### config.mk
export PLATFORM = sky130hd
export DESIGN_NAME = polynomial_term_table_top_flat
export DESIGN_NICKNAME = d
export VERILOG_FILES = /design/src/ptt_pkg.sv /design/src/ptt_if.sv /design/src/ptt_datapath.sv /design/src/ptt_ctrl.sv /design/src/polynomial_term_table_top.sv /design/src/flat_wrapper.sv
export SDC_FILE = /design/constraint.sdc
export NUM_CORES = 1
export LEC_CHECK = 0
export ABC_AREA = 1
export BUFFER_PORTS_ARGS = -buffer_cell sky130_fd_sc_hd__buf_2
export CAP_MARGIN = 15
export CORE_MARGIN = 5
export CORE_UTILIZATION = 55
export DETAILED_ROUTE_END_ITERATION = 16
export GPL_ROUTABILITY_DRIVEN = 0
export PLACE_DENSITY = 0.71
export SLEW_MARGIN = 20
export SYNTH_ARGS = -nofsm -noshare
export SYNTH_HDL_FRONTEND = slang
export SYNTH_SLANG_ARGS = --single-unit
### constraint.sdc
create_clock -name clk -period 6.1 [get_ports clk]
set_input_delay 0.915 -clock clk [delete_from_list [all_inputs] [get_ports clk]]
set_output_delay 0.915 -clock clk [all_outputs]
set_load 0.05 [all_outputs]
### src/ptt_pkg.sv
// Shared types and constants for the polynomial term table.
package ptt_pkg;

  localparam int MAX_TERMS_DEF = 16;

  localparam logic [2:0] K_PUSH   = 3'd0;
  localparam logic [2:0] K_POP    = 3'd1;
  localparam logic [2:0] K_REDUCE = 3'd2;
  localparam logic [2:0] K_LIST   = 3'd3;
  localparam logic [2:0] K_DERIV  = 3'd4;

  localparam logic [1:0] ST_TERM  = 2'd0;
  localparam logic [1:0] ST_EMPTY = 2'd1;
  localparam logic [1:0] ST_FULL  = 2'd2;
  localparam logic [1:0] ST_DONE  = 2'd3;

  typedef enum logic [3:0] {
    S_IDLE, S_DISPATCH, S_FIND, S_FIND_END, S_DECIDE,
    S_SUM, S_SUM_END, S_WRITE, S_EMIT_RD, S_EMIT_LD
  } ctl_state_t;

  typedef struct packed {
    logic       take;
    logic       push_wr;
    logic       pop;
    logic       red_init;
    logic       find_clr;
    logic       sum_clr;
    logic       rd;
    logic       rd_find;
    logic       rd_sum;
    logic       red_wr;
    logic       red_end;
    logic       emit_clr;
    logic       out_term;
    logic       out_stat;
    logic [1:0] stat;
  } dp_cmd_t;

  typedef struct packed {
    logic       busy;
    logic       full;
    logic       empty;
    logic       scan_last;
    logic       found;
    logic       emit_last;
    logic [2:0] kind;
  } dp_status_t;

endpackage

### src/ptt_if.sv
// Channel interfaces for commands and results.
interface ptt_cmd_if;
  logic               valid;
  logic               ready;
  logic [2:0]         kind;
  logic signed [15:0] coefficient;
  logic signed [7:0]  exponent;
  modport source (output valid, kind, coefficient, exponent, input ready);
  modport sink (input valid, kind, coefficient, exponent, output ready);
endinterface

interface ptt_res_if;
  logic               valid;
  logic               ready;
  logic [1:0]         status;
  logic signed [23:0] out_coefficient;
  logic signed [8:0]  out_exponent;
  logic               last;
  modport source (output valid, status, out_coefficient, out_exponent, last, input ready);
  modport sink (input valid, status, out_coefficient, out_exponent, last, output ready);
endinterface

### src/ptt_datapath.sv
// Term storage, scan counters, merge/sort arithmetic and result register.
module ptt_datapath #(
  parameter int MAX_TERMS = ptt_pkg::MAX_TERMS_DEF
) (
  input  logic                clk,
  input  logic                rst,
  input  ptt_pkg::dp_cmd_t    cmd,
  output ptt_pkg::dp_status_t st,
  ptt_cmd_if.sink             command,
  ptt_res_if.source           result
);
  import ptt_pkg::*;

  localparam int CW = $clog2(MAX_TERMS + 1);
  localparam int IW = $clog2(MAX_TERMS);
  localparam int DEPTH = 2 ** (IW + 1);

  logic [23:0] mem [DEPTH];
  logic [23:0] rd_data;

  logic [CW-1:0] count, j, k, phys;
  logic          bank;
  logic [2:0]    kind;
  logic signed [15:0] in_coef, acc;
  logic signed [7:0]  in_expo, cand, prev;
  logic          found, have_prev, p_find, p_sum;

  logic               wr_en;
  logic [IW:0]        wr_addr, rd_addr;
  logic [23:0]        wr_data;
  logic signed [15:0] tc;
  logic signed [7:0]  te;
  logic signed [16:0] sum;
  logic signed [15:0] sat;
  logic signed [23:0] prod;

  assign phys    = count - j - CW'(1);
  assign rd_addr = {bank, phys[IW-1:0]};
  assign wr_en   = cmd.push_wr | cmd.red_wr;
  assign wr_addr = cmd.push_wr ? {bank, count[IW-1:0]} : {~bank, k[IW-1:0]};
  assign wr_data = cmd.push_wr ? {in_coef, in_expo} : {acc, cand};

  assign tc   = rd_data[23:8];
  assign te   = rd_data[7:0];
  assign sum  = {acc[15], acc} + {tc[15], tc};
  assign prod = 24'(tc) * 24'(te);

  always_comb begin
    if (sum[16] != sum[15]) begin
      sat = sum[16] ? 16'sh8000 : 16'sh7fff;
    end else begin
      sat = sum[15:0];
    end
  end

  always_ff @(posedge clk) begin
    if (wr_en) mem[wr_addr] <= wr_data;
    if (cmd.rd) rd_data <= mem[rd_addr];
  end

  always_ff @(posedge clk) begin
    if (rst) begin
      count  <= '0;
      bank   <= 1'b0;
      p_find <= 1'b0;
      p_sum  <= 1'b0;
      result.valid <= 1'b0;
    end else begin
      p_find <= cmd.rd & cmd.rd_find;
      p_sum  <= cmd.rd & cmd.rd_sum;
      if (cmd.take) begin
        kind    <= command.kind;
        in_coef <= command.coefficient;
        in_expo <= command.exponent;
      end
      if (cmd.push_wr) count <= count + CW'(1);
      if (cmd.pop) count <= count - CW'(1);
      if (cmd.find_clr || cmd.sum_clr || cmd.emit_clr) j <= '0;
      else if (cmd.rd) j <= j + CW'(1);
      if (cmd.find_clr) found <= 1'b0;
      if (cmd.sum_clr) acc <= '0;
      if (cmd.red_init) begin
        k <= '0;
        have_prev <= 1'b0;
      end
      // smallest exponent above the previous pick
      if (p_find && (!have_prev || te > prev) && (!found || te < cand)) begin
        cand  <= te;
        found <= 1'b1;
      end
      if (p_sum && te == cand) acc <= sat;
      if (cmd.red_wr) begin
        k <= k + CW'(1);
        prev <= cand;
        have_prev <= 1'b1;
      end
      if (cmd.red_end) begin
        bank  <= ~bank;
        count <= k;
      end
      if (result.valid && result.ready) result.valid <= 1'b0;
      if (cmd.out_stat) begin
        result.valid           <= 1'b1;
        result.status          <= cmd.stat;
        result.out_coefficient <= '0;
        result.out_exponent    <= '0;
        result.last            <= 1'b1;
      end
      if (cmd.out_term) begin
        result.valid  <= 1'b1;
        result.status <= ST_TERM;
        result.last   <= (j == count);
        if (kind == K_DERIV) begin
          result.out_coefficient <= prod;
          result.out_exponent    <= 9'(te) - 9'sd1;
        end else begin
          result.out_coefficient <= 24'(tc);
          result.out_exponent    <= 9'(te);
        end
      end
    end
  end

  assign st.busy      = result.valid;
  assign st.full      = (count == CW'(MAX_TERMS));
  assign st.empty     = (count == '0);
  assign st.scan_last = (j == count - CW'(1));
  assign st.found     = found;
  assign st.emit_last = (j == count);
  assign st.kind      = kind;

endmodule

### src/ptt_ctrl.sv
// Command sequencer for the polynomial term table.
module ptt_ctrl (
  input  logic                clk,
  input  logic                rst,
  input  logic                cmd_valid,
  output logic                cmd_ready,
  input  ptt_pkg::dp_status_t st,
  output ptt_pkg::dp_cmd_t    cmd
);
  import ptt_pkg::*;

  ctl_state_t state, state_next;

  always_ff @(posedge clk) begin
    if (rst) state <= S_IDLE;
    else state <= state_next;
  end

  always_comb begin
    state_next = state;
    cmd = '0;
    cmd_ready = (state == S_IDLE);
    unique case (state)
      S_IDLE: begin
        cmd.take = cmd_valid;
        if (cmd_valid) state_next = S_DISPATCH;
      end
      S_DISPATCH: begin
        if (!st.busy) begin
          state_next = S_IDLE;
          case (st.kind) inside
            K_PUSH: begin
              cmd.out_stat = 1'b1;
              cmd.stat = st.full ? ST_FULL : ST_DONE;
              cmd.push_wr = !st.full;
            end
            K_POP: begin
              cmd.out_stat = 1'b1;
              cmd.stat = st.empty ? ST_EMPTY : ST_DONE;
              cmd.pop = !st.empty;
            end
            K_REDUCE, K_LIST, K_DERIV: begin
              if (st.empty) begin
                cmd.out_stat = 1'b1;
                cmd.stat = ST_EMPTY;
              end else if (st.kind == K_REDUCE) begin
                cmd.red_init = 1'b1;
                cmd.find_clr = 1'b1;
                state_next = S_FIND;
              end else begin
                cmd.emit_clr = 1'b1;
                state_next = S_EMIT_RD;
              end
            end
            default: ;
          endcase
        end
      end
      S_FIND: begin
        cmd.rd = 1'b1;
        cmd.rd_find = 1'b1;
        if (st.scan_last) state_next = S_FIND_END;
      end
      S_FIND_END: state_next = S_DECIDE;
      S_DECIDE: begin
        if (st.found) begin
          cmd.sum_clr = 1'b1;
          state_next = S_SUM;
        end else begin
          cmd.red_end = 1'b1;
          cmd.emit_clr = 1'b1;
          state_next = S_EMIT_RD;
        end
      end
      S_SUM: begin
        cmd.rd = 1'b1;
        cmd.rd_sum = 1'b1;
        if (st.scan_last) state_next = S_SUM_END;
      end
      S_SUM_END: state_next = S_WRITE;
      S_WRITE: begin
        cmd.red_wr = 1'b1;
        cmd.find_clr = 1'b1;
        state_next = S_FIND;
      end
      S_EMIT_RD: begin
        if (!st.busy) begin
          cmd.rd = 1'b1;
          state_next = S_EMIT_LD;
        end
      end
      S_EMIT_LD: begin
        cmd.out_term = 1'b1;
        state_next = st.emit_last ? S_IDLE : S_EMIT_RD;
      end
      default: state_next = S_IDLE;
    endcase
  end

endmodule

### src/polynomial_term_table_top.sv
// Top level of the polynomial term table: sequencer plus datapath.
// Push and pop each answer with a single status transaction once any pending result is taken.
// List and derivative read each term from the term memory and register it as a result;
// the next term is read only after the previous result is taken. Reduce reads every
// term once to find each next exponent and once to sum its coefficients, then lists them.
// One command at a time; sync reset empties the table and drops any result.
module polynomial_term_table_top #(
  parameter int MAX_TERMS = ptt_pkg::MAX_TERMS_DEF
) (
  input logic       clk,
  input logic       rst,
  ptt_cmd_if.sink   command,
  ptt_res_if.source result
);
  import ptt_pkg::*;

  dp_cmd_t    cmd;
  dp_status_t st;

  // sequencer: find and sum scan states for reduce, read and load states per emitted term
  ptt_ctrl u_ctrl (
    .clk       (clk),
    .rst       (rst),
    .cmd_valid (command.valid),
    .cmd_ready (command.ready),
    .st        (st),
    .cmd       (cmd)
  );

  // datapath: two-bank term memory; reduce rebuilds into the idle bank
  ptt_datapath #(.MAX_TERMS(MAX_TERMS)) u_dp (
    .clk     (clk),
    .rst     (rst),
    .cmd     (cmd),
    .st      (st),
    .command (command),
    .result  (result)
  );

endmodule

### src/flat_wrapper.sv
// flat-port wrapper written by rule: the top's interface ports become plain ports
module polynomial_term_table_top_flat import ptt_pkg::*;
#(
  parameter int MAX_TERMS = ptt_pkg::MAX_TERMS_DEF
)
  (clk, rst, command_valid, command_kind, command_coefficient, command_exponent, command_ready, result_valid, result_status, result_out_coefficient, result_out_exponent, result_last, result_ready);
  ptt_cmd_if command_i ();
  ptt_res_if result_i ();
  input logic clk;
  input logic rst;
  input wire logic [$bits(command_i.valid)-1:0] command_valid;
  input wire logic [$bits(command_i.kind)-1:0] command_kind;
  input wire logic [$bits(command_i.coefficient)-1:0] command_coefficient;
  input wire logic [$bits(command_i.exponent)-1:0] command_exponent;
  output wire logic [$bits(command_i.ready)-1:0] command_ready;
  output wire logic [$bits(result_i.valid)-1:0] result_valid;
  output wire logic [$bits(result_i.status)-1:0] result_status;
  output wire logic [$bits(result_i.out_coefficient)-1:0] result_out_coefficient;
  output wire logic [$bits(result_i.out_exponent)-1:0] result_out_exponent;
  output wire logic [$bits(result_i.last)-1:0] result_last;
  input wire logic [$bits(result_i.ready)-1:0] result_ready;
  assign command_i.valid = command_valid;
  assign command_i.kind = command_kind;
  assign command_i.coefficient = command_coefficient;
  assign command_i.exponent = command_exponent;
  assign command_ready = command_i.ready;
  assign result_valid = result_i.valid;
  assign result_status = result_i.status;
  assign result_out_coefficient = result_i.out_coefficient;
  assign result_out_exponent = result_i.out_exponent;
  assign result_last = result_i.last;
  assign result_i.ready = result_ready;
  polynomial_term_table_top #(.MAX_TERMS(MAX_TERMS)) u_core (.clk(clk), .rst(rst), .command(command_i), .result(result_i));
endmodule
==> run_results.csv, run 1 <==
group,metric,value,unit
timing,final.setup.tns,0,ns
timing,worstMarginPinSlew,1.19,ns
timing,slew_headroom,20.8,%
cells_and_area,finalCoreUtilization,61.4,%
clocking,clk_latency,0.68,ns
timing,final_max_slew_viol_count,0,
synth,syn-instance-count,3845,
synth,synth.avg_cell_area,11.1,um2
global_routing,overflow,0,
routing,route.detailed.drc,0,
die,dieWidth,289,um
global_routing,grt_pass1_wl,165000,um
synth,synthesis.area,42700,um2
cells_and_area,register_area,27300,um2
clocking,cts_buffers,94,
critical_path,regToRegEndpoint,"u_core.u_dp.result.out_coefficient[21]",
synth,ys_ff_latch,912,
timing,grt_setup_unrepaired,"no",
timing,hold_viol,0,
routing,drtPass1Iterations,7,
critical_path,end_kind,"flop",
critical_path,arrival,5.39,ns
clocking,cts_hold_buffers,0,
critical_path,rr_startpoint,"u_core.u_dp.rd_data[2]",
outcome,status,"finished, final reports clean",
critical_path,crit_type,"reg -> reg",
die,num_rows,102,
die,die_h,289,um
clocking,cts_resized,0,
routing,viasPerCell,5.91,
routing,drt_iter0_drc,3889,
routing,via_count,29400,
critical_path,critPathMaxFanout,22,
clocking,clock_path_buffers,3,
placed_design,dp_hpwl,63400,um
routing,wire_per_inst,22.3,um
global_routing,grt_pass1_vias,27900,
routing,postRouteWirelength,111000,um
die,core,77200,um2
synth,ys_types,48,
die,dieArea,83400,um2
global_routing,grt_max_degree,180,
critical_path,crit_required,6.45,ns
power_and_ir_drop,ir_worst_vdd,0.000546,V
timing,period_minus_slack,5.04,ns
die,io_pins,69,
placed_design,port_buffers,68,
cells_and_area,drive_above_1_share,8.89,%
timing,finalCritPeriodShare,82.7,%
power_and_ir_drop,switchingPower,7.74,mW
min_path,holdCritPathClass,"in -> reg",
global_routing,antenna_found_initial,2,
min_path,min_from,"command_coefficient[0]",
cells_and_area,num-nets-final,4072,
power_and_ir_drop,p_comb_share,37.8,%
cells_and_area,fillers,5932,
cells_and_area,area_growth,11.0,%
min_path,min_to,"u_core.u_dp.in_coef[0]",
clocking,cts_tree,"built",
power_and_ir_drop,finalPower,20.7,mW
timing,finClkSkew,0.0517,ns
power_and_ir_drop,power_density,437,nW/um2
synth,yosysTopAreaCell,"edfxtp_1",
critical_path,cp-start-kind,"flop",
synth,yosys_warnings,0,
synth,synth_fp_nets,4066,
timing,max_freq,0.198,GHz
cells_and_area,multi_input_area,13500,um2
critical_path,reg2reg_depth,16,
power_and_ir_drop,power.internal,13.0,mW
routing,detail-route-antenna-nets,0,
global_routing,grtUsageTotal,26.2,%
critical_path,ff2ff_setup_slack,1.06,ns
power_and_ir_drop,seqPwrFrac,34.6,%
power_and_ir_drop,power.share.clock,27.6,%
clocking,clock_sinks,912,
clocking,ctsRootBufferMaster,"clkbuf_16",
flow_run,drv_cap,0,
die,initial_core_util,55.3,%
power_and_ir_drop,p_leak,17.8,nW
clocking,cts_max_level,3,
synth,yosysSeqAreaShare,63.8,%
clocking,postCtsSetupBuffers,0,
clocking,clk_pin_slew,0.06,ns
power_and_ir_drop,sw_frac_of_total,37.3,%
synth,synth.area.top_cells,"edfxtp_1, o21ai_0, nor2_1",
synth,synth_top_cell_area_share,63.2,%
timing,finalSetupViolations,0,
min_path,min_path_cells,1,
area by class of cell:
class	instances	share of cell area, %
Tap cell	1040	2.74
Clock buffer	111	5.14
Multi-Input combinational cell	2353	28.5
Inverter	371	2.96
Timing Repair Buffer	119	1.75
Clock inverter	59	1.43
Antenna cell	1	0.00528
Sequential cell	912	57.5
power groups by stage:
| stage | clock network [mW] | logic [mW] | registers (mW) |
|---|---|---|---|
| global route | 6.03 | 8.89 | 7.17 |
| detailed placement | 0 | 7.68 | 7.29 |
| floorplan | 0 | 5.80 | 7.26 |
| CTS | 5.77 | 7.73 | 7.16 |
| finish | 5.72 | 7.84 | 7.17 |
| global placement | 0 | 7.51 | 7.29 |
through the flow:
stage                     worst slack (ns)  instances  hold WS (ns)  instance area (um2)
after floorplan                       1.55       3845         0.424                42700
after global placement                1.23       4792         0.432                44200
after detailed placement              1.15       4792         0.438                44200
after CTS                             1.14       4962         0.382                47300
after global routing                 0.757       4965         0.397                47400
final                                 1.06       4966         0.409                47400
Yosys cell counts (all sizes together):
master and count:
o221ai 3, nor3 9, xnor2 10, fa 105, nand4 12, clkbuf 163
and2 2, inv 368, and3 1, nand3 156, o211ai 5, xor2 29
o21a 1, nand2 561, a21oi 83, o22ai 217, ha 85, nand3b 8
a21o 2, o21ai 471, nor4 3, or2 6, o21bai 5, dfxtp 13
clkinv 3, edfxtp 899, buf 46, a21boi 2, nor2 575, a31oi 2
logic make-up after synthesis:
kind of cell | after synthesis | share of synthesized area, %
compound gates | 791 | 10.1
xor+xnor | 39 | 0.843
fa+ha+maj | 190 | 7.41
buf+inv | 580 | 5.24
flops | 912 | 63.8
simple gates | 1333 | 12.6
state kept, by name, summed over array words and instances, names as in the netlist, 2 cells and up:
| signal | cells |
|---|---|
| u_core.u_dp.mem | 768 |
| u_core.u_dp.rd_data | 24 |
| u_core.u_dp.result.out_coefficient | 24 |
| u_core.u_dp.acc | 16 |
| u_core.u_dp.in_coef | 16 |
| u_core.u_dp.result.out_exponent | 9 |
| u_core.u_dp.cand | 8 |
| u_core.u_dp.in_expo | 8 |
| u_core.u_dp.prev | 8 |
| u_core.u_dp.count | 5 |
| u_core.u_dp.j | 5 |
| u_core.u_dp.k | 5 |
| u_core.u_ctrl.state | 4 |
| u_core.u_dp.kind | 3 |
| u_core.u_dp.result.status | 2 |
layer usage:
layer	global-route usage [%]	routed length [um]	part of all wire [%]
met1	37.3	44200	40
met2	42.3	52100	47
met3	3.88	10900	9.9
met4	8.05	3390	3.1
met5	0	13	0.012
critical path, stage by stage (launching register included):
cell and delay [ns]:
edfxtp_1 0.94, nand2_1 0.32, fa_1 0.66, inv_1 0.13, fa_1 0.48, fa_1 0.53, fa_1 0.41, ha_1 0.42
nand2_1 0.11, nor2_1 0.15, inv_1 0.05, nor2_1 0.12, nand4_1 0.11, nand3_1 0.10, nand2_1 0.05, nand3_1 0.07
a21oi_1 0.08
cell usage in the layout, fill, tap and decap left out, types with 84 or more instances in the layout:
master and n:
inv_1 359, fa_1 104, nand3_1 155, ha_1 84
nand2_1 543, o21ai_0 451, clkbuf_16 94, edfxtp_1 899
nor2_1 533, o22ai_1 217
how the worst max path moves through the flow:
stage / start / to / depth (start not counted)
after floorplan: u_core.u_dp.rd_data[2] / u_core.u_dp.result.out_coefficient[21] / 18
after global placement: u_core.u_dp.rd_data[7] / u_core.u_dp.result.out_coefficient[15] / 17
after detailed placement: u_core.u_dp.rd_data[7] / u_core.u_dp.result.out_coefficient[15] / 17
after CTS: u_core.u_dp.rd_data[7] / u_core.u_dp.result.out_coefficient[15] / 17
after global routing: u_core.u_dp.rd_data[7] / u_core.u_dp.result.out_coefficient[18] / 18
final: u_core.u_dp.rd_data[2] / u_core.u_dp.result.out_coefficient[21] / 16
Note: power is estimated with default switching activity, not from simulation.
==> run 2: changes to the inputs <==
==> constraint.sdc (replaced) <==
create_clock -name clk -period 5.2 [get_ports clk]
set_input_delay 0.78 -clock clk [delete_from_list [all_inputs] [get_ports clk]]
set_output_delay 0.78 -clock clk [all_outputs]
set_load 0.05 [all_outputs]
==> run_results.csv, run 2 (synthesis gave the netlist of run 1 again) <==
group,metric,value,unit
routing,wire_per_inst,22.2,um
clocking,ctsRootBufferMaster,"clkbuf_16",
clocking,cts_resized,0,
cells_and_area,top_register,"u_core.u_dp.mem",
power_and_ir_drop,power_density,506,nW/um2
die,die_h,289,um
routing,drtPass1Iterations,6,
routing,drt_iter0_drc,3371,
min_path,min_from,"command_coefficient[8]",
die,core,77200,um2
placed_design,dp_hpwl,65000,um
power_and_ir_drop,power.internal,15.1,mW
timing,max_freq,0.212,GHz
critical_path,crit_type,"reg -> reg",
placed_design,place_inst,4831,
routing,detail-route-antenna-nets,0,
global_routing,antenna_found_initial,1,
critical_path,cp_slowest_cell,"edfxtp_1",
global_routing,grtUsageTotal,26.4,%
critical_path,regToRegEndpoint,"u_core.u_dp.result.out_coefficient[23]",
cells_and_area,antenna_cells,0,
die,initial_core_util,55.3,%
routing,via_count,29500,
min_path,holdCritPathClass,"in -> reg",
critical_path,crit_chain,"buf_4 -> nand2_1 -> inv_1 -> fa_1 -> fa_1 -> fa_1 -> inv_1 -> fa_1 -> inv_1 -> ha_1 -> nand2_1 -> nor2_1 -> inv_1 -> nor2_1 -> nand4_1 -> nand3_1 -> nand2_1 -> nand3_1 -> a21oi_1",
timing,finClkSkew,0.0483,ns
cells_and_area,layoutNonFillerInstCount,5001,
power_and_ir_drop,sw_frac_of_total,37.2,%
critical_path,rr_startpoint,"u_core.u_dp.rd_data[6]",
critical_path,ff2ff_setup_slack,0.49,ns
clocking,cts_tree,"built",
cells_and_area,drive_above_1_share,9.64,%
clocking,postCtsSetupBuffers,0,
global_routing,grt_max_degree,168,
cells_and_area,largest_register_ff_count,768,
timing,slew_headroom,21.6,%
clocking,cts_max_level,3,
die,dieWidth,289,um
min_path,min_path_cells,1,
die,num_rows,102,
clocking,clock_path_buffers,3,
clocking,clk_pin_slew,0.06,ns
timing,hold_viol,0,
die,io_pins,69,
die,dieArea,83400,um2
global_routing,overflow,0,
cells_and_area,layout_common_cells,"edfxtp_1, nand2_1, nor2_1, o21ai_0, inv_1",
min_path,min_to,"u_core.u_dp.in_coef[8]",
power_and_ir_drop,p_comb_share,38.2,%
flow_run,drv_cap,0,
clocking,cts_hold_buffers,0,
cells_and_area,final_common_cell,"edfxtp_1",
timing,worstMarginPinSlew,1.17,ns
outcome,status,"finished, final reports clean",
clocking,clk_latency,0.67,ns
routing,route.detailed.drc,0,
timing,finalCritPeriodShare,90.6,%
clocking,cts_buffers,92,
power_and_ir_drop,power.share.clock,27.0,%
critical_path,critPathMaxFanout,16,
clocking,clock_sinks,912,
timing,final.setup.tns,0,ns
critical_path,crit_required,5.56,ns
power_and_ir_drop,seqPwrFrac,34.8,%
cells_and_area,area_growth,11.3,%
timing,period_minus_slack,4.71,ns
routing,viasPerCell,5.91,
power_and_ir_drop,ir_worst_vdd,0.000567,V
placed_design,port_buffers,68,
timing,final_max_slew_viol_count,0,
timing,finalSetupViolations,0,
global_routing,grt_pass1_wl,168000,um
critical_path,end_kind,"flop",
power_and_ir_drop,p_leak,17.9,nW
power_and_ir_drop,switchingPower,8.96,mW
timing,hold_slack,0.299,ns
critical_path,reg2reg_depth,19,
global_routing,grt_pass1_vias,28600,
critical_path,arrival,5.07,ns
cells_and_area,reg.largest.list,"u_core.u_dp.mem (768), u_core.u_dp.rd_data (24), u_core.u_dp.result.out_coefficient (24)",
timing,grt_setup_unrepaired,"no",
cells_and_area,num-nets-final,4106,
routing,postRouteWirelength,111000,um
critical_path,cp-start-kind,"flop",
critical_path,cpPeakStageDelay,0.82,ns
==> run 2: cell types whose count changed in the layout (fill, tap and decap cells not counted), moves of 2 or more <==
cell        change
clkinv_1        -4
bufinv_16       -2
clkbuf_1        +9
inv_6           +2
nand2_1         -2
nand2_2         +2
clkinvlp_4      +5
buf_4          +37
clkinv_4        -4
clkbuf_16       -2
clkbuf_8        -2
==> run 2: through the flow <==
stage	cell area [um2]	utilization [%]	total power, mW	setup slack, ns
after global routing	47600	61.6	25.7	0.191
after detailed placement	44500	57.7	17.5	0.562
final	47600	61.6	24.1	0.487
after global placement	44500	57.7	17.4	0.602
after floorplan	42700	-	15.3	0.646
after CTS	47500	61.6	24.0	0.533
==> run 2: cell type report <==
cell class	instances	area, um2
multi-input cells	2353	13500
flip-flops and latches	912	27300
inverters	371	1400
clock inverters	54	598
clock buffers	116	2390
well taps	1040	1300
fillers	5967	29600
repair buffers	155	1080
==> run 2: power by group through the flow <==
stage                     Sequential [mW]  Combinational (mW)  Clock [mW]
final                                8.37                9.19        6.50
after CTS                            8.36                9.04        6.57
after detailed placement             8.52                8.99           0
after global routing                 8.37                10.5        6.88
after floorplan                      8.51                6.80           0
after global placement               8.52                8.84           0
==> run 2: layer usage <==
layer,vias up,track usage (%),routed length [um]
met2,1496,41.4,50700
met5,-,0,0
met3,261,4.78,11000
met1,14400,37.2,44300
li1,13400,-,-
met4,0,10.6,4780
==> run 2: worst max-delay path by stage <==
stage | cells past startpoint | to | slack, ns | start
CTS | 17 | u_core.u_dp.result.out_coefficient[21] | 0.53 | u_core.u_dp.rd_data[5]
floorplan | 18 | u_core.u_dp.result.out_coefficient[21] | 0.65 | u_core.u_dp.rd_data[2]
detailed placement | 19 | u_core.u_dp.result.out_coefficient[23] | 0.56 | u_core.u_dp.rd_data[2]
finish | 19 | u_core.u_dp.result.out_coefficient[23] | 0.49 | u_core.u_dp.rd_data[6]
global placement | 19 | u_core.u_dp.result.out_coefficient[23] | 0.60 | u_core.u_dp.rd_data[5]
global route | 21 | u_core.u_dp.result.out_coefficient[19] | 0.19 | u_core.u_dp.rd_data[0]
==> run 2: worst max-delay path: cells and delay by family, from the launching register on <==
family          cells  cell delay [ns]
compound gates      1             0.07
flops               1             0.82
buf+inv             5             0.52
simple gates        8             0.83
fa+ha+maj           5             2.20
